--- config.mk ---
export PLATFORM = sky130hd
export DESIGN_NAME = asqm_scale
export DESIGN_NICKNAME = d
export VERILOG_FILES = /design/src/audio_sample_queue_mixer_macros.svh /design/src/asqm_pkg.sv /design/src/asqm_scale.sv
export SDC_FILE = /design/constraint.sdc
export NUM_CORES = 1
export LEC_CHECK = 0
export ABC_AREA = 1
export BUFFER_PORTS_ARGS = -buffer_cell sky130_fd_sc_hd__buf_2
export CORE_UTILIZATION = 49
export CTS_BUF_LIST = sky130_fd_sc_hd__clkbuf_8
export DETAILED_ROUTE_END_ITERATION = 7
export GPL_TIMING_DRIVEN = 0
export PLACE_DENSITY = 0.61
export SKIP_LAST_GASP = 1
export SLEW_MARGIN = 10
export SYNTH_ARGS = -nofsm -noshare
export SYNTH_HDL_FRONTEND = slang
export SYNTH_SLANG_ARGS = --single-unit
--- constraint.sdc ---
create_clock -name clk -period 11.9 [get_ports clk]
set_input_delay 3.57 -clock clk [delete_from_list [all_inputs] [get_ports clk]]
set_output_delay 3.57 -clock clk [all_outputs]
set_load 0.005 [all_outputs]
--- src/audio_sample_queue_mixer_macros.svh ---
// ----------------------------------------------------------------------------
// audio sample queue mixer assertion macros
// shared concurrent assertion forms, clocked on clk and disabled in rst
// ----------------------------------------------------------------------------
`ifndef AUDIO_SAMPLE_QUEUE_MIXER_MACROS_SVH
`define AUDIO_SAMPLE_QUEUE_MIXER_MACROS_SVH

// same-cycle implication
`define ASQM_ASSERT_IMPL(label, ante, cons, msg) \
  label: assert property (@(posedge clk) disable iff (rst) (ante) |-> (cons)) \
    else $error(msg);

// next-cycle implication
`define ASQM_ASSERT_NEXT(label, ante, cons, msg) \
  label: assert property (@(posedge clk) disable iff (rst) (ante) |=> (cons)) \
    else $error(msg);

`endif

--- src/asqm_pkg.sv ---
// ----------------------------------------------------------------------------
// asqm_pkg
// widths, codes, types and helpers shared by the audio sample queue mixer
// ----------------------------------------------------------------------------
package asqm_pkg;

  localparam int QUEUE_DEPTH = 16384;
  localparam int ADDR_W      = $clog2(QUEUE_DEPTH);
  localparam int COUNT_W     = $clog2(QUEUE_DEPTH + 1);
  localparam int DIV_N_W     = COUNT_W + 1;
  localparam int DIV_STEP_W  = $clog2(DIV_N_W + 1);

  localparam int CMD_W       = 2;
  localparam int SAMPLE_W    = 24;
  localparam int PCM_W       = 16;
  localparam int GAIN_W      = 16;
  localparam int FRAME_W     = 11;
  localparam int LIMIT_W     = 15;
  localparam int QUEUED_W    = 15;
  localparam int CREDIT_W    = 32;
  localparam int POS_W       = 10;
  localparam int PAIR_W      = 2 * PCM_W;
  localparam int CFG_IDX_W   = 2;
  localparam int CFG_DATA_W  = 16;

  localparam int FRAME_MAX   = 1024;
  localparam int GAIN_RESET  = 16384;
  localparam int FRAME_RESET = 768;
  localparam int LIMIT_RESET = 16000;

  // q2.22 * q2.14 * 32767 / 2^36
  localparam int PCM_SCALE_SH = 15;
  localparam int FRAC_SHIFT   = 36;
  localparam int PCM_MAX      = 32767;
  localparam int PCM_MIN_MAG  = 32768;

  typedef enum logic [CMD_W-1:0] {
    CMD_SUBMIT   = 2'd0,
    CMD_DRAIN    = 2'd1,
    CMD_SHUTDOWN = 2'd2,
    CMD_UNUSED   = 2'd3
  } command_t;

  typedef enum logic [CFG_IDX_W-1:0] {
    REG_GAIN   = 2'd0,
    REG_PAUSED = 2'd1,
    REG_FRAME  = 2'd2,
    REG_LIMIT  = 2'd3
  } cfg_reg_t;

  typedef enum logic [2:0] {
    ST_IDLE,
    ST_SUB_L,
    ST_SUB_R,
    ST_SUB_WAIT,
    ST_SUB_WR,
    ST_DRN_RD,
    ST_DRN_DIV,
    ST_DONE
  } state_t;

  typedef struct packed {
    logic               start;
    logic [DIV_N_W-1:0] dividend;
    logic [FRAME_W-1:0] divisor;
  } div_cmd_t;

  typedef struct packed {
    logic               busy;
    logic               done;
    logic [DIV_N_W-1:0] quotient;
  } div_res_t;

  function automatic logic [FRAME_W-1:0] eff_frame(input logic [FRAME_W-1:0] f);
    logic [FRAME_W-1:0] r;
    if (f == '0) begin
      r = FRAME_W'(1);
    end else if (f > FRAME_W'(FRAME_MAX)) begin
      r = FRAME_W'(FRAME_MAX);
    end else begin
      r = f;
    end
    return r;
  endfunction

  function automatic logic [COUNT_W-1:0] eff_limit(input logic [LIMIT_W-1:0] l);
    logic [COUNT_W-1:0] r;
    if (l == '0) begin
      r = COUNT_W'(1);
    end else if (32'(l) > 32'(QUEUE_DEPTH)) begin
      r = COUNT_W'(QUEUE_DEPTH);
    end else begin
      r = COUNT_W'(l);
    end
    return r;
  endfunction

  function automatic logic [ADDR_W-1:0] next_index(input logic [ADDR_W-1:0] i);
    logic [ADDR_W-1:0] r;
    if (i == ADDR_W'(QUEUE_DEPTH - 1)) begin
      r = '0;
    end else begin
      r = i + ADDR_W'(1);
    end
    return r;
  endfunction

endpackage

--- src/asqm_scale.sv ---
// ----------------------------------------------------------------------------
// asqm_scale
// two-stage gain and pcm conversion pipe, one sample per cycle
// ----------------------------------------------------------------------------
module asqm_scale (
  input  logic                                clk,
  input  logic signed [asqm_pkg::SAMPLE_W-1:0] sample,
  input  logic [asqm_pkg::GAIN_W-1:0]          gain,
  output logic signed [asqm_pkg::PCM_W-1:0]    pcm
);
  import asqm_pkg::*;

  localparam int PROD_W = SAMPLE_W + GAIN_W;
  localparam int Y_W    = PROD_W + PCM_SCALE_SH;
  localparam int Q_W    = Y_W - FRAC_SHIFT;

  logic [SAMPLE_W-1:0] mag;
  logic [PROD_W-1:0]   prod;
  logic                neg;
  logic [Y_W-1:0]      y;
  logic [Q_W-1:0]      q;
  logic [Q_W-1:0]      q_neg;
  logic [PCM_W-1:0]    pcm_next;

  // stage 1: magnitude times gain
  assign mag = sample[SAMPLE_W-1] ? (SAMPLE_W'(0) - SAMPLE_W'(sample)) : SAMPLE_W'(sample);

  always_ff @(posedge clk) begin
    prod <= PROD_W'(mag) * PROD_W'(gain);
    neg  <= sample[SAMPLE_W-1];
  end

  // stage 2: times 32767 as shift minus one, truncate, saturate
  always_comb begin
    y     = (Y_W'(prod) << PCM_SCALE_SH) - Y_W'(prod);
    q     = y[Y_W-1:FRAC_SHIFT];
    q_neg = Q_W'(0) - q;
    if (neg) begin
      if (q > Q_W'(PCM_MIN_MAG)) begin
        pcm_next = PCM_W'(PCM_MIN_MAG);
      end else begin
        pcm_next = q_neg[PCM_W-1:0];
      end
    end else begin
      if (q > Q_W'(PCM_MAX)) begin
        pcm_next = PCM_W'(PCM_MAX);
      end else begin
        pcm_next = q[PCM_W-1:0];
      end
    end
  end

  always_ff @(posedge clk) begin
    pcm <= signed'(pcm_next);
  end

endmodule

==> flow_summary.yaml <==
synthesis:
  synthCells: 2440
  ys.flop_type: "dfxtp_1"
  netlist_area_um2: 17200
  ys_ff_latch: 57
  ys_types: 50
  synth_fp_nets: 2927
  yosysSeqAreaShare_pct: 6.63
  async_flop_share_pct: 0
  syn_avg_cell_area_um2: 7.05
  synth-edff-count: 0
  yosys_warnings: 0
timing:
  setup_tns_ns: 0
  max_slew_margin_pct: 8.58
  fin_crit_sh_pct: 95.1
  clock.fmax_mhz: 88.3
  hold-worst-slack_ns: 0.452
  hold_violations: 0
  finalClockSkew_ns: 0.0108
  tightest_slew_ns: 1.37
  min_period_ns: 11.32
  slew_viol_final: 0
  rsz0062_at_grt: "no"
  setup_viol_count_final: 0
finish:
  diodes: 0
  syn_to_final_growth_pct: 6.24
  drive_gt1_share_pct: 5.51
  final_nets: 2986
  post-route-util_pct: 52.9
critical_path:
  crit_path_end_kind: "register"
  path_max_fanout: 10
  cp_slowest_cell: "xor2_1"
  crit_path_start_kind: "input port"
  slowest_delay_ns: 1.07
  cp.required_ns: 12.13
  crit_type: "input port to register"
  crit_path_frequent_cell: "inv_1"
  worst_ep_arrival_time_ns: 11.55
routing:
  drt_iter0_drc: 925
  wl_met1_mm: 21.4
  first_pass_iters: 5
  met2_wirelength_mm: 24.9
  ant_nets: 0
  wl_per_cell_um: 17.4
  dr.max_layer_used: "met4"
  drcViolationCount: 0
  routed_wl_mm: 51.5
  wl_met3_mm: 3.18
  via_count: 15250
  vias_per_cell: 5.16
place:
  portBuffers: 48
  gp_congestion: 0.944
  hpwl_mm: 44.3
floorplan:
  die_area_um2: 35900
  rows: 68
  dieHeight_um: 189
  core_area_um2: 34500
  dieWidth_um: 189
  start_util_pct: 49.8
  ioPinCount: 57
cts:
  clock-root-buffer: "clkbuf_8"
  clock_path_buffers: 2
  htreeDepth: 3
  cts_sinks: 57
  clk_pin_slew_ns: 0.07
  clock_latency_ns: 0.36
  postCtsSetupRepairBufs: 0
  cts_tree: "built"
  cts_made_buffers: 9
global_routing:
  grt_pass1_vias: 15923
  antenna_found_initial: 0
  grt_use_total_pct: 30.1
  grt_start_max_net_pins: 11
  grt_pass1_wl_mm: 82.9
  grt_overflow: 0
job:
  drv_cap: 0
outcome:
  outcome: "complete, no violations"
min_path:
  hold_path_class: "register to register"
[cell usage after synthesis (15+ instances only)]
| library cell | instances | area (um^2) |
|---|---|---|
| a21oi_1 | 60 | 300 |
| clkbuf_1 | 34 | 128 |
| dfxtp_1 | 57 | 1140 |
| fa_1 | 306 | 6130 |
| ha_1 | 140 | 1750 |
| inv_1 | 559 | 2100 |
| inv_2 | 22 | 82.6 |
| nand2_1 | 642 | 2410 |
| nand3_1 | 73 | 365 |
| nand4_1 | 21 | 131 |
| nor2_1 | 312 | 1170 |
| nor3_1 | 15 | 75.1 |
| o21ai_0 | 36 | 180 |
| xnor2_1 | 17 | 149 |
| xor2_1 | 35 | 307 |
[path summary, 6_finish.rpt]
path | from | endpoint | slack [ns] | depth (start not counted)
worst max register to register | prod[19]$_DFF_P_ | pcm[12]$_DFF_P_ | 8.51 | 18
worst max-delay path | sample[0] | prod[39]$_DFF_P_ | 0.58 | 33
worst min register to register | neg$_DFF_P_ | pcm[15]$_DFF_P_ | 0.45 | 2
worst min-delay path | neg$_DFF_P_ | pcm[15]$_DFF_P_ | 0.45 | 2
[critical path: cells and delay by family]
family                     cells  cell delay [ns]
adders and majority gates      8             3.41
buffers and inverters         10             1.10
and+or+nand+nor                7             1.07
xor gates and xnor gates       2             1.23
AOI/OAI and AO/OA              6             1.16
[state kept, by name (all words and copies together) (netlist names)]
register and flops:
pcm 16, prod 40, neg 1
[cell usage in the layout (no fill, tap or decap), drive strengths merged]
cell type  count
o211ai         3
buf           58
a21oi         62
nor2         324
or2           10
bufinv         3
a221oi         1
nand3b         5
dfxtp         57
clkinv        13
o2111ai        2
a31oi          9
a211o          1
nand2        651
nand4         22
nor3          19
clkbuf        44
o21a           2
xor2          35
and2           2
nor4           5
o311ai         1
o221ai         1
a21o           3
or3            1
nand3         78
inv          581
o21bai         2
ha           140
o31ai          1
fa           306
o21ai         43
xnor2         17
a21boi         1
[kinds of logic after synthesis]
logic type,Yosys count,synth area share (%)
adder cells (fa/ha/maj),446,45.8
buffers and inverters,636,14.0
AO/OA/AOI/OAI,132,4.30
flip-flops,57,6.63
XOR/XNOR,52,2.65
AND/OR/NAND/NOR,1117,26.6
[area by class of cell]
class	count	area, um^2
tap	455	569
clock buffer	10	138
inverter	592	2220
buffer	44	189
sequential	57	1140
fill	3491	16300
multi-input combinational	1747	13700
timing repair buffer	48	240
clock inverter	5	104
[metrics by stage]
step,setup WS (ns),cells,area [um^2]
floorplan,1.81,2440,17200
global placement,0.107,2943,18000
detailed placement,0.0464,2943,18000
CTS,0.422,2958,18300
global route,0.0539,2958,18300
finish,0.578,2958,18300
[repair_timing]
item,in CTS,in global routing
hold buffers,0,0
setup endpoints to repair,0,1
gates resized for setup,0,2
[metal layers]
layer	vias up	GRT usage, %
li1	7294	-
met1	7303	37.2
met2	531	52.6
met3	122	3.95
met4	0	12.9
met5	-	0
Power is not shown: default switching activity piles up to over one toggle a cycle in this logic, so the estimate is an artifact.
