==> src/audio_sample_queue_mixer_macros.svh <==
// ----------------------------------------------------------------------------
// audio sample queue mixer assertion macros
// shared concurrent assertion forms, clocked on clk and disabled in rst
// ----------------------------------------------------------------------------
`ifndef AUDIO_SAMPLE_QUEUE_MIXER_MACROS_SVH
`define AUDIO_SAMPLE_QUEUE_MIXER_MACROS_SVH

// same-cycle implication
`define ASQM_ASSERT_IMPL(label, ante, cons, msg) \
  label: assert property (@(posedge clk) disable iff (rst) (ante) |-> (cons)) \
    else $error(msg);

// next-cycle implication
`define ASQM_ASSERT_NEXT(label, ante, cons, msg) \
  label: assert property (@(posedge clk) disable iff (rst) (ante) |=> (cons)) \
    else $error(msg);

`endif

==> src/asqm_pkg.sv <==
// ----------------------------------------------------------------------------
// asqm_pkg
// widths, codes, types and helpers shared by the audio sample queue mixer
// ----------------------------------------------------------------------------
package asqm_pkg;

  localparam int QUEUE_DEPTH = 16384;
  localparam int ADDR_W      = $clog2(QUEUE_DEPTH);
  localparam int COUNT_W     = $clog2(QUEUE_DEPTH + 1);
  localparam int DIV_N_W     = COUNT_W + 1;
  localparam int DIV_STEP_W  = $clog2(DIV_N_W + 1);

  localparam int CMD_W       = 2;
  localparam int SAMPLE_W    = 24;
  localparam int PCM_W       = 16;
  localparam int GAIN_W      = 16;
  localparam int FRAME_W     = 11;
  localparam int LIMIT_W     = 15;
  localparam int QUEUED_W    = 15;
  localparam int CREDIT_W    = 32;
  localparam int POS_W       = 10;
  localparam int PAIR_W      = 2 * PCM_W;
  localparam int CFG_IDX_W   = 2;
  localparam int CFG_DATA_W  = 16;

  localparam int FRAME_MAX   = 1024;
  localparam int GAIN_RESET  = 16384;
  localparam int FRAME_RESET = 768;
  localparam int LIMIT_RESET = 16000;

  // q2.22 * q2.14 * 32767 / 2^36
  localparam int PCM_SCALE_SH = 15;
  localparam int FRAC_SHIFT   = 36;
  localparam int PCM_MAX      = 32767;
  localparam int PCM_MIN_MAG  = 32768;

  typedef enum logic [CMD_W-1:0] {
    CMD_SUBMIT   = 2'd0,
    CMD_DRAIN    = 2'd1,
    CMD_SHUTDOWN = 2'd2,
    CMD_UNUSED   = 2'd3
  } command_t;

  typedef enum logic [CFG_IDX_W-1:0] {
    REG_GAIN   = 2'd0,
    REG_PAUSED = 2'd1,
    REG_FRAME  = 2'd2,
    REG_LIMIT  = 2'd3
  } cfg_reg_t;

  typedef enum logic [2:0] {
    ST_IDLE,
    ST_SUB_L,
    ST_SUB_R,
    ST_SUB_WAIT,
    ST_SUB_WR,
    ST_DRN_RD,
    ST_DRN_DIV,
    ST_DONE
  } state_t;

  typedef struct packed {
    logic               start;
    logic [DIV_N_W-1:0] dividend;
    logic [FRAME_W-1:0] divisor;
  } div_cmd_t;

  typedef struct packed {
    logic               busy;
    logic               done;
    logic [DIV_N_W-1:0] quotient;
  } div_res_t;

  function automatic logic [FRAME_W-1:0] eff_frame(input logic [FRAME_W-1:0] f);
    logic [FRAME_W-1:0] r;
    if (f == '0) begin
      r = FRAME_W'(1);
    end else if (f > FRAME_W'(FRAME_MAX)) begin
      r = FRAME_W'(FRAME_MAX);
    end else begin
      r = f;
    end
    return r;
  endfunction

  function automatic logic [COUNT_W-1:0] eff_limit(input logic [LIMIT_W-1:0] l);
    logic [COUNT_W-1:0] r;
    if (l == '0) begin
      r = COUNT_W'(1);
    end else if (32'(l) > 32'(QUEUE_DEPTH)) begin
      r = COUNT_W'(QUEUE_DEPTH);
    end else begin
      r = COUNT_W'(l);
    end
    return r;
  endfunction

  function automatic logic [ADDR_W-1:0] next_index(input logic [ADDR_W-1:0] i);
    logic [ADDR_W-1:0] r;
    if (i == ADDR_W'(QUEUE_DEPTH - 1)) begin
      r = '0;
    end else begin
      r = i + ADDR_W'(1);
    end
    return r;
  endfunction

endpackage

==> src/asqm_div.sv <==
// ----------------------------------------------------------------------------
// asqm_div
// restoring divider, one quotient bit per cycle, for the credit count
// ----------------------------------------------------------------------------
`include "audio_sample_queue_mixer_macros.svh"

module asqm_div (
  input  logic               clk,
  input  logic               rst,
  input  asqm_pkg::div_cmd_t cmd,
  output asqm_pkg::div_res_t res
);
  import asqm_pkg::*;

  logic                  busy;
  logic                  done;
  logic [DIV_STEP_W-1:0] steps;
  logic [DIV_N_W-1:0]    num;
  logic [DIV_N_W-1:0]    quo;
  logic [FRAME_W-2:0]    rem;
  logic [FRAME_W-1:0]    divisor;
  logic [FRAME_W-1:0]    trial;
  logic                  fits;

  assign trial = {rem, num[DIV_N_W-1]};
  assign fits  = trial >= divisor;

  always_ff @(posedge clk) begin
    if (rst) begin
      busy  <= 1'b0;
      done  <= 1'b0;
      steps <= '0;
    end else begin
      if (cmd.start) begin
        busy  <= 1'b1;
        done  <= 1'b0;
        steps <= DIV_STEP_W'(DIV_N_W);
      end else if (busy) begin
        // last step clears busy and raises done for one cycle
        steps <= steps - DIV_STEP_W'(1);
        busy  <= (steps != DIV_STEP_W'(1));
        done  <= (steps == DIV_STEP_W'(1));
      end else begin
        done <= 1'b0;
      end
    end
  end

  always_ff @(posedge clk) begin
    if (cmd.start) begin
      num     <= cmd.dividend;
      divisor <= cmd.divisor;
      rem     <= '0;
      quo     <= '0;
    end else if (busy) begin
      num <= {num[DIV_N_W-2:0], 1'b0};
      quo <= {quo[DIV_N_W-2:0], fits};
      rem <= fits ? (FRAME_W-1)'(trial - divisor) : trial[FRAME_W-2:0];
    end
  end

  assign res.busy     = busy;
  assign res.done     = done;
  assign res.quotient = quo;

  `ASQM_ASSERT_NEXT(a_done_pulse, done, !done, "divider done held for more than a cycle")
  `ASQM_ASSERT_IMPL(a_busy_from_start, $rose(busy), $past(cmd.start), "divider busy without start")
  `ASQM_ASSERT_IMPL(a_divisor_held, busy && $past(busy), $stable(divisor), "divisor changed mid-division")

endmodule

==> config.mk <==
export PLATFORM = sky130hd
export DESIGN_NAME = asqm_div
export DESIGN_NICKNAME = d
export VERILOG_FILES = /design/src/asqm_pkg.sv /design/src/asqm_div.sv
export VERILOG_INCLUDE_DIRS = /design/src /design/src/src
export SDC_FILE = /design/constraint.sdc
export NUM_CORES = 1
export LEC_CHECK = 0
export BUFFER_PORTS_ARGS = -buffer_cell sky130_fd_sc_hd__buf_2
export CAP_MARGIN = 20
export CORE_MARGIN = 2
export CORE_UTILIZATION = 60
export DETAILED_ROUTE_END_ITERATION = 16
export PLACE_DENSITY = 0.95
export SETUP_SLACK_MARGIN = 0.3
export SYNTH_ARGS = -nofsm -noshare
export SYNTH_HDL_FRONTEND = slang
export SYNTH_SLANG_ARGS = --single-unit
export TNS_END_PERCENT = 10
==> constraint.sdc <==
create_clock -name clk -period 3.4 [get_ports clk]
set_clock_uncertainty 0.1 [all_clocks]
set_input_delay 1.02 -clock clk [delete_from_list [all_inputs] [get_ports clk]]
set_output_delay 1.02 -clock clk [all_outputs]
set_load 0.1 [all_outputs]
==> results of run 1 <==
registers in the layout (all words and copies together) (netlist names):
signal,flops
num,16
quo,16
divisor,11
rem,10
steps,5
busy,1
done,1
routing by layer:
| layer | share of wire | track usage |
|---|---|---|
| met4 | 0.028 | 0.113 |
| met2 | 0.49 | 0.344 |
| met5 | 0 | 0 |
| met3 | 0.047 | 0.0736 |
| met1 | 0.44 | 0.278 |
synthesized netlist by cell type (2+ instances only):
| library cell | count | share of area |
|---|---|---|
| ha_1 | 13 | 0.058 |
| o21a_1 | 2 | 0.0054 |
| xor2_1 | 5 | 0.016 |
| nor3_1 | 5 | 0.0090 |
| o21ai_0 | 7 | 0.013 |
| nor2_1 | 31 | 0.042 |
| mux2_2 | 16 | 0.065 |
| nand2_1 | 7 | 0.0094 |
| nor2b_1 | 2 | 0.0045 |
| buf_4 | 2 | 0.0054 |
| nor4_1 | 3 | 0.0067 |
| edfxtp_1 | 27 | 0.29 |
| a21o_1 | 3 | 0.0081 |
| nor3b_1 | 2 | 0.0054 |
| a211oi_1 | 9 | 0.024 |
| dfxtp_1 | 33 | 0.24 |
| mux2i_1 | 21 | 0.075 |
| a21oi_1 | 5 | 0.0090 |
| buf_1 | 3 | 0.0040 |
| clkbuf_1 | 6 | 0.0081 |
| nor4b_1 | 2 | 0.0063 |
| inv_1 | 16 | 0.022 |
| a31oi_1 | 3 | 0.0067 |
| xnor2_1 | 5 | 0.016 |
where the power goes:
part | leakage, nW | total (mW) | internal, mW | switching (mW)
sequential | 0.538 | 0.829 | 0.807 | 0.0217
clock | 0.0937 | 0.588 | 0.324 | 0.264
combinational | 0.808 | 0.265 | 0.114 | 0.151
total | 1.44 | 1.68 | 1.24 | 0.437
logic make-up after synthesis:
| family | synth area share |
|---|---|
| AND/OR/NAND/NOR | 0.104 |
| flip-flops | 0.527 |
| multiplexers | 0.140 |
| AO/OA/AOI/OAI | 0.0892 |
| buffers and inverters | 0.0430 |
| adder cells (fa/ha/maj) | 0.0655 |
| XOR/XNOR | 0.0314 |
through the flow:
stage,std cells,power [mW],utilization
finish,350,1.68,0.731
global route,350,1.75,0.731
CTS,350,1.69,0.731
detailed placement,334,1.10,0.690
global placement,334,1.09,0.690
floorplan,245,1.04,-
cell type report:
| class | instances | area (sq um) | area share |
|---|---|---|---|
| timing repair buffer | 49 | 250 | 0.0775 |
| tap | 52 | 65.1 | 0.0202 |
| clock buffer | 15 | 176 | 0.0547 |
| multi-input combinational | 157 | 1200 | 0.371 |
| inverter | 16 | 60.1 | 0.0186 |
| clock inverter | 1 | 5.00 | 0.00155 |
| sequential | 60 | 1470 | 0.456 |
worst max-delay path, delay by kind of cell (launching register included):
family | cells | cell delay, ps
and+or+nand+nor | 1 | 150
DFF | 1 | 360
muxes | 1 | 390
AOI/OAI and AO/OA | 4 | 1180
adders and majority gates | 1 | 250
buffers and inverters | 1 | 110
cells in the final DEF, fill, tap and decap left out, types with 3 or more instances in the layout:
| master | count |
|---|---|
| o21ai_0 | 7 |
| clkbuf_8 | 12 |
| mux2_2 | 16 |
| edfxtp_1 | 27 |
| nand2_1 | 7 |
| xnor2_1 | 5 |
| xor2_1 | 5 |
| a211oi_1 | 9 |
| a31oi_1 | 3 |
| clkbuf_1 | 3 |
| buf_2 | 47 |
| nor2_1 | 31 |
| nor4_1 | 3 |
| nor3_1 | 5 |
| ha_1 | 13 |
| dfxtp_1 | 33 |
| mux2i_1 | 21 |
| a21oi_1 | 5 |
| inv_1 | 16 |
| a21o_1 | 3 |
path summary, 6_finish.rpt:
| kind | from | endpoint | slack, ps | cells past startpoint |
|---|---|---|---|---|
| worst max-delay path | divisor[1]$_DFFE_PP_ | rem[0]$_SDFFE_PP0P_ | 780 | 8 |
| worst min-delay path | quo[15]$_SDFFE_PP0P_ | quo[15]$_SDFFE_PP0P_ | 390 | 2 |
| worst max register to register | divisor[1]$_DFFE_PP_ | rem[0]$_SDFFE_PP0P_ | 780 | 8 |
| worst min register to register | quo[15]$_SDFFE_PP0P_ | quo[15]$_SDFFE_PP0P_ | 390 | 2 |
==> impl_results.md, run 1 <==
- Status: complete, no violations
- Maximum clock insertion buffer count: 2
- Area of the core: roughly 4400 sq um
- Final hold violations: 0
- Hold buffers post-CTS: 0
- # DRC: 0
- Share of layout cells above drive strength 1: 0.275
- Congestion Overflow GR: 0
- Slew @ Worst Pin: about 640 ps
- Routed WL: 5310 um
- Via density: roughly 5.6
- Global-route wire length before repair: 8630 um
- Layout fillers: 286
- Final Max Slew Viols: 0
- Worst hold path class: reg2reg
- H-tree Lvls: 3
- Synthesized flop and latch total: 60
- IO buf count: 47
- Worst vdd ir: around 0.35 mV
- Syn Std Cell Area: 2790 sq um
- Netlist cell types: a little over 40
- Register area share after synthesis: 0.527
- Yosys Warn Count: 0
- Site Rows: 24
- Total CTS buffers: 9
- EDFF count, synth: 27
- CTS resizes: 0
- Largest net degree at the start of global routing: 60
- Placement Setup Slack: ~800 ps
- Final worst slack: about 780 ps
- Crit-path cells: inv_1 -> ha_1 -> nor2b_1 -> o31a_1 -> o21a_2 -> a21oi_4 -> mux2_2 -> a211oi_1
- Worst Path Required: ~3600 ps
- Starting density of the core: 0.632
- Clk_lat worst skew: approximately 340 ps
- Critical path arrival: around 2800 ps
- Synthesis-to-layout area growth: 15.7%
- # setup viols final: 0
- Setup TNS: 0 ps
- Die height: 72.2 um
- Die Area: approximately 5200 sq um
- Unrepaired setup endpoints after global routing: false
- Hpwl dp: about 3500 um
- Vias after detailed routing: slightly below 2k
- Crit. End Element: register
- Pwr dens: about 520 nW/um^2
- Total track usage: 0.222
- DP Area: ~3000 sq um
- Syn Nets: between 200 and 300
- Ys async rst share: 0
- Critical path class: reg2reg
- CTS tree: done
- Static leakage: 1.44 nW
- Type of element launching the critical path: register
- Setup Buffers After CTS: 0
- Post-Synthesis Cells: about 250
- Clock Pin Slew Worst Setup and Hold Paths: around 70 ps
- Final #Nets: roughly 340
- Max-Cap Viols: 0
- Initial DRC Count: ~160
- N_diodes: 0
- Vias in the first global route: ~1.9k
- F_max: about 380 MHz
- GPL Wtd Cong: a little under 0.9
- # IOs: 48
- Die X-Extent: 72.2 um
- Final Cell Area: approximately 3200 sq um
- Max_slew headroom: 0.575
- Clk sink count: 60
- CP max-delay cell: a21oi_4
- Clk Tree Root Cell: clkbuf_8
- CP Max Fanout: 13
- Initial antenna violation count: 0
- CP peak stage delay: ~430 ps
- Worst hold margin: between 300 and 400 ps
- Pre-antenna DRT Iters: 4
- Antenna-violating nets left: 0
- Syn avg cell area: roughly 11 sq um
- Period utilisation layout: 0.770
- Final min period: ~2600 ps
- DR WL/cell: ~15 um
- Most used DFF post-synth: dfxtp_1
Power figures use the tool's default switching activity.
==> run 2, diff against run 1 <==
--- a/config.mk
+++ b/config.mk
@@ -9,9 +9,9 @@
 export BUFFER_PORTS_ARGS = -buffer_cell sky130_fd_sc_hd__buf_2
 export CAP_MARGIN = 20
 export CORE_MARGIN = 2
-export CORE_UTILIZATION = 60
+export CORE_UTILIZATION = 50
 export DETAILED_ROUTE_END_ITERATION = 16
-export PLACE_DENSITY = 0.95
+export PLACE_DENSITY = 0.85
 export SETUP_SLACK_MARGIN = 0.3
 export SYNTH_ARGS = -nofsm -noshare
 export SYNTH_HDL_FRONTEND = slang
==> constraint.sdc (replaced) <==
create_clock -name clk -period 2.3 [get_ports clk]
set_clock_uncertainty 0.1 [all_clocks]
set_input_delay 0.69 -clock clk [delete_from_list [all_inputs] [get_ports clk]]
set_output_delay 0.69 -clock clk [all_outputs]
set_load 0.1 [all_outputs]
==> impl_results.md, run 2 (same netlist as run 1, synthesis figures left out) <==
- Status: complete, no violations
- Layout fillers: 426 (+49%)
- Routed WL: 5190 um (-2.2%)
- Total track usage: 0.186 (-0.0362)
- DP Area: 3200 sq um (+5.2%)
- Clk Tree Root Cell: clkbuf_8
- FF+latch area: 1470 sq um (+0.17%)
- Pre-antenna DRT Iters: 4 (unchanged)
- Via density: 5.15 (-8.0%)
- Pwr dens: 710 nW/um^2 (+36%)
- Die X-Extent: 78.7 um (+9.0%)
- Top Metal Used: met4
- CP peak stage delay: 380 ps (-50 ps)
- Bufs and invs on worst path: 2 (+1)
- Final Max Slew Viols: 0 (unchanged)
- R2R Setup Slk: 80 ps (-700 ps)
- Starting density of the core: 0.513 (-0.119)
- Critical path class: reg2reg
- Area of the multi-input gates: 1310 sq um (+9.2%)
- IO buf count: 47 (unchanged)
- WHS Path Cells: 2 (unchanged)
- Crit. path cell count: 9 (+1)
- Initial antenna violation count: 0 (unchanged)
- Worst Path Required: 2410 ps (-1150 ps)
- Setup TNS: 0 ps (unchanged)
- Slew @ Worst Pin: 497 ps (-141 ps)
- # IOs: 48 (unchanged)
- # DRC: 0 (unchanged)
- Commonest non-fill, non-tap cell in the layout: buf_2
- Largest delay share family, worst path: compound AO/OA/AOI/OAI gates
- Static leakage: 1.50 nW (+4.4%)
- Initial DRC Count: 88 (-45%)
- Final min period: 2220 ps (-395 ps)
- Reg-to-Reg Start: divisor[1]$_DFFE_PP_
- Type of element launching the critical path: register
- Clock Pin Slew Worst Setup and Hold Paths: 60 ps (about the same)
- Site Rows: 27 (+13%)
- Share of layout cells above drive strength 1: 0.373 (+0.0982)
- H-tree Lvls: 3 (unchanged)
- CP max-delay cell: edfxtp_1
- CP Max Fanout: 9 (-4)
- Vias in the first global route: 1,940 (+4.8%)
- Metal2 WL: 2520 um (-2.2%)
- Hold path startpoint: rem[7]$_SDFFE_PP0P_
- CTS tree: done
- Worst hold path class: reg2reg
- CP Launch Point: divisor[1]$_DFFE_PP_
- Synthesis-to-layout area growth: 23.7%
- Max-Cap Viols: 0 (unchanged)
- Congestion Overflow GR: 0 (unchanged)
- Final #Nets: 348 (+3.3%)
- Crit-path cells: inv_2 -> ha_4 -> nor2b_4 -> o31a_1 -> o21a_2 -> a21oi_4 -> buf_12 -> mux2i_1 -> o21ai_1
- R2R depth: 9 (+1)
- R2r endpoint: rem[2]$_SDFFE_PP0P_
- Clk_lat worst skew: 330 ps (about the same)
- Worst hold margin: 388 ps (-6.74 ps)
- GPL Wtd Cong: 0.823 (-5.7%)
- # setup viols final: 0 (unchanged)
- Period utilisation layout: 0.967 (+0.196)
- Hold buffers post-CTS: 0 (unchanged)
- Die Area: 6190 sq um (+19%)
- Hpwl dp: 3690 um (+5.9%)
- Total CTS buffers: 9 (unchanged)
- Final hold violations: 0 (unchanged)
- Maximum clock insertion buffer count: 2 (unchanged)
- DR WL/cell: 13.7 um (-9.9%)
- Worst vdd ir: 0.603 mV (+73%)
- Hold Path End: rem[7]$_SDFFE_PP0P_
- Unrepaired setup endpoints after global routing: true
- Area of the core: 5440 sq um (+23%)
- Clk sink count: 60 (unchanged)
- Critical path arrival: 2330 ps (-450 ps)
- Die height: 78.7 um (+9.0%)
- F_max: 450 MHz (+18%)
- WL met1: 2270 um (-2.7%)
- Most frequent cells in the layout: buf_2 (46), nor2_1 (31), dfxtp_1 (31)
- Metal3 WL: 289 um (+17%)
- Vias after detailed routing: 1,957 (-0.10%)
- Antenna-violating nets left: 0 (unchanged)
- Global-route wire length before repair: 8850 um (+2.5%)
- Crit. End Element: register
- Biggest regs: num: 16 flops, quo: 16 flops, divisor: 11 flops
- Final Cell Area: 3450 sq um (+7.0%)
- Largest net degree at the start of global routing: 31 (-48%)
- N_diodes: 0 (unchanged)
- Max_slew headroom: 0.671 (+0.0962)
==> run 2: cell types whose count changed in the layout (fill, tap and decap cells not counted), sizes merged <==
| cell | previous run | this run |
|---|---|---|
| buf | 49 | 60 |
| clkbuf | 15 | 9 |
| clkinv | 1 | 5 |
| inv | 16 | 17 |
==> run 2: stage by stage <==
| step | worst slack (ps) | util | instances | power, mW |
|---|---|---|---|---|
| 6_report | 77.0 | 0.635 | 380 | 2.45 |
| 5_1_grt | -61.3 | 0.635 | 380 | 2.59 |
| 3_5_place_dp | 14.1 | 0.589 | 361 | 1.67 |
| 2_1_floorplan | 158 | - | 245 | 1.56 |
| 4_1_cts | 96.4 | 0.625 | 379 | 2.45 |
| 3_3_place_gp | 82.3 | 0.589 | 361 | 1.66 |
==> run 2: worst min-delay path, stage by stage, from the launching register on <==
cell and delay [ps]:
dfxtp_2 340, nand2_1 50, o21ai_1 50
==> run 2: worst max path at each step <==
stage	end	slack, ps
2_1_floorplan	rem[0]$_SDFFE_PP0P_	160
3_3_place_gp	rem[8]$_SDFFE_PP0P_	80
3_5_place_dp	rem[8]$_SDFFE_PP0P_	10
4_1_cts	rem[0]$_SDFFE_PP0P_	100
5_1_grt	rem[8]$_SDFFE_PP0P_	-60
6_report	rem[2]$_SDFFE_PP0P_	80
==> run 2: per-layer routing <==
| layer | vias up | track usage |
|---|---|---|
| met1 | 902 | 0.221 |
| met3 | 10 | 0.0670 |
| met2 | 55 | 0.291 |
| met5 | - | 0 |
| met4 | 0 | 0.107 |
| li1 | 990 | - |
==> run 2: what timing repair did <==
item,CTS,global route
buffers inserted,3,1
gates resized for setup,7,10
pin swaps,8,17
setup endpoints to repair,11,11
==> run 2: power by group <==
part | switching [mW] | internal, mW | total (mW) | leakage, nW
sequential | 0.0382 | 1.19 | 1.23 | 0.539
clock | 0.382 | 0.374 | 0.756 | 0.0887
combinational | 0.239 | 0.225 | 0.464 | 0.875
==> run 2: area by class of cell <==
cell class / count / area share
timing repair buffer: 60 / 0.105
tap: 72 / 0.0261
clock inverter: 6 / 0.00906
multi-input combinational: 157 / 0.379
inverter: 16 / 0.0174
clock buffer: 9 / 0.0359
sequential: 60 / 0.427
==> run 3, diff against run 2 <==
--- a/config.mk
+++ b/config.mk
@@ -11,6 +11,7 @@
 export CORE_MARGIN = 2
 export CORE_UTILIZATION = 50
 export DETAILED_ROUTE_END_ITERATION = 16
+export MAX_ROUTING_LAYER = met4
 export PLACE_DENSITY = 0.85
 export SETUP_SLACK_MARGIN = 0.3
 export SYNTH_ARGS = -nofsm -noshare
==> impl_results.md, run 3 (same netlist as run 1, synthesis figures left out) <==
- R2R Setup Slk: 80 ps (about the same)
- IO buf count: 47 (unchanged)
- DR WL/cell: 13.7 um (+0.46%)
- H-tree Lvls: 3 (unchanged)
- Die height: 78.7 um (unchanged)
- Hold Path End: rem[7]$_SDFFE_PP0P_
- Site Rows: 27 (unchanged)
- Synthesis-to-layout area growth: 23.7% (unchanged)
- # IOs: 48 (unchanged)
- Final worst slack: 81.5 ps (+4.48 ps)
- Clk_lat worst skew: 330 ps (about the same)
- # setup viols final: 0 (unchanged)
- Static leakage: 1.50 nW (unchanged)
- Global-route wire length before repair: 8830 um (-0.23%)
- Max_slew headroom: 0.671 (about the same)
- Total track usage: 0.190 (+0.00389)
- Clk Tree Root Cell: clkbuf_8
- Congestion Overflow GR: 0 (unchanged)
- Clk sink count: 60 (unchanged)
- Routed WL: 5210 um (+0.46%)
- Reg-to-Reg Start: divisor[1]$_DFFE_PP_
- Max-Cap Viols: 0 (unchanged)
- Slew @ Worst Pin: 497 ps (+0.0691 ps)
- Pwr dens: 711 nW/um^2 (about the same)
- R2R depth: 9 (unchanged)
- Most frequent cells in the layout: buf_2 (46), nor2_1 (31), dfxtp_1 (31)
- Final #Nets: 348 (unchanged)
- N_diodes: 0 (unchanged)
- Maximum clock insertion buffer count: 2 (unchanged)
- Final core occ: 0.635 (unchanged)
- Final std cells w/o fill: 380 (unchanged)
- Hold path startpoint: rem[7]$_SDFFE_PP0P_
- Worst Path Required: 2410 ps (about the same)
- GPL Wtd Cong: 0.836 (+1.5%)
- Clock Pin Slew Worst Setup and Hold Paths: 60 ps (about the same)
- Worst vdd ir: 0.605 mV (+0.31%)
- CTS tree: done
- Placed cell count: 361 (unchanged)
- Pre-antenna DRT Iters: 4 (unchanged)
- Initial antenna violation count: 0 (unchanged)
- Placement Setup Slack: 14.1 ps (unchanged)
- DP Area: 3200 sq um (unchanged)
- Worst hold path class: reg2reg
- Status: complete, no violations
- Antenna-violating nets left: 0 (unchanged)
- Vias in the first global route: 1,947 (+0.36%)
- Critical path class: reg2reg
- Period utilisation layout: 0.965 (-0.00195)
- WHS Path Cells: 2 (unchanged)
- Final Cell Area: 3450 sq um (unchanged)
- Die X-Extent: 78.7 um (unchanged)
- Starting density of the core: 0.513 (unchanged)
- Hold buffers post-CTS: 0 (unchanged)
- Type of element launching the critical path: register
- Vias after detailed routing: 1,967 (+0.51%)
- F_max: 451 MHz (+0.20%)
- Die Area: 6190 sq um (unchanged)
- CP Max Fanout: 9 (unchanged)
- Final Max Slew Viols: 0 (unchanged)
- Final min period: 2220 ps (-4.48 ps)
- # DRC: 0 (unchanged)
- Commonest non-fill, non-tap cell in the layout: buf_2
- Hpwl dp: 3690 um (unchanged)
- Final hold violations: 0 (unchanged)
- Largest net degree at the start of global routing: 31 (unchanged)
- Area of the core: 5440 sq um (unchanged)
- Initial DRC Count: 84 (-4.5%)
- Via density: 5.18 (+0.51%)
- Total CTS buffers: 9 (unchanged)
- Crit. End Element: register
- R2r endpoint: rem[2]$_SDFFE_PP0P_
- Unrepaired setup endpoints after global routing: true
- Critical path arrival: 2330 ps (about the same)
- Biggest regs: num: 16 flops, quo: 16 flops, divisor: 11 flops
- Share of layout cells above drive strength 1: 0.373 (unchanged)
- Final Power: 2.45 mW (about the same)
- Layout fillers: 426 (unchanged)
==> run 3: where the power goes <==
| group | leakage (nW) | switching, mW | internal (mW) | total, mW |
|---|---|---|---|---|
| sequential | 0.539 | 0.0384 | 1.19 | 1.23 |
| combinational | 0.875 | 0.240 | 0.225 | 0.465 |
| clock | 0.0887 | 0.383 | 0.374 | 0.757 |
| total | 1.50 | 0.661 | 1.79 | 2.45 |
==> run 3: worst max path at each step <==
| stage | start | to | slack (ps) | depth (start not counted) |
|---|---|---|---|---|
| detailed placement | num[15]$_DFFE_PP_ | rem[8]$_SDFFE_PP0P_ | 10 | 10 |
| CTS | divisor[1]$_DFFE_PP_ | rem[0]$_SDFFE_PP0P_ | 100 | 8 |
| floorplan | divisor[1]$_DFFE_PP_ | rem[0]$_SDFFE_PP0P_ | 160 | 8 |
| global route | num[15]$_DFFE_PP_ | rem[8]$_SDFFE_PP0P_ | -60 | 10 |
| finish | divisor[1]$_DFFE_PP_ | rem[2]$_SDFFE_PP0P_ | 80 | 9 |
| global placement | num[15]$_DFFE_PP_ | rem[8]$_SDFFE_PP0P_ | 80 | 10 |
==> run 3: routing by layer <==
metal  share of wire  GRT usage
met5               0          -
met4           0.024      0.107
met3           0.041     0.0489
met2            0.48      0.291
met1            0.45      0.229
==> run 3: cell type report <==
cell class	count	area, sq um	share of cell area
Clock inverter	6	31.3	0.00906
Inverter	16	60.1	0.0174
Multi-Input combinational cell	157	1310	0.379
Timing Repair Buffer	60	364	0.105
Tap cell	72	90.1	0.0261
Sequential cell	60	1470	0.427
Clock buffer	9	124	0.0359
==> run 3: timing repair <==
action | CTS | global route
gates cloned | 0 | 0
buffers inserted | 3 | 1
resized for setup | 7 | 10
endpoints found under the setup margin | 11 | 11
pin swaps | 8 | 17
==> run 3: stage by stage <==
step	TNS [ps]	hold slack (ps)
after global placement	0	370
final	0	388
after global routing	-112	404
after detailed placement	0	394
after CTS	0	391
after floorplan	0	353
==> run 3: critical path: stages, from the launching register on <==
cell	delay (ps)
edfxtp_1	380
inv_2	90
ha_4	200
nor2b_4	120
o31a_1	270
o21a_2	230
a21oi_4	230
buf_12	170
mux2i_1	220
o21ai_1	110
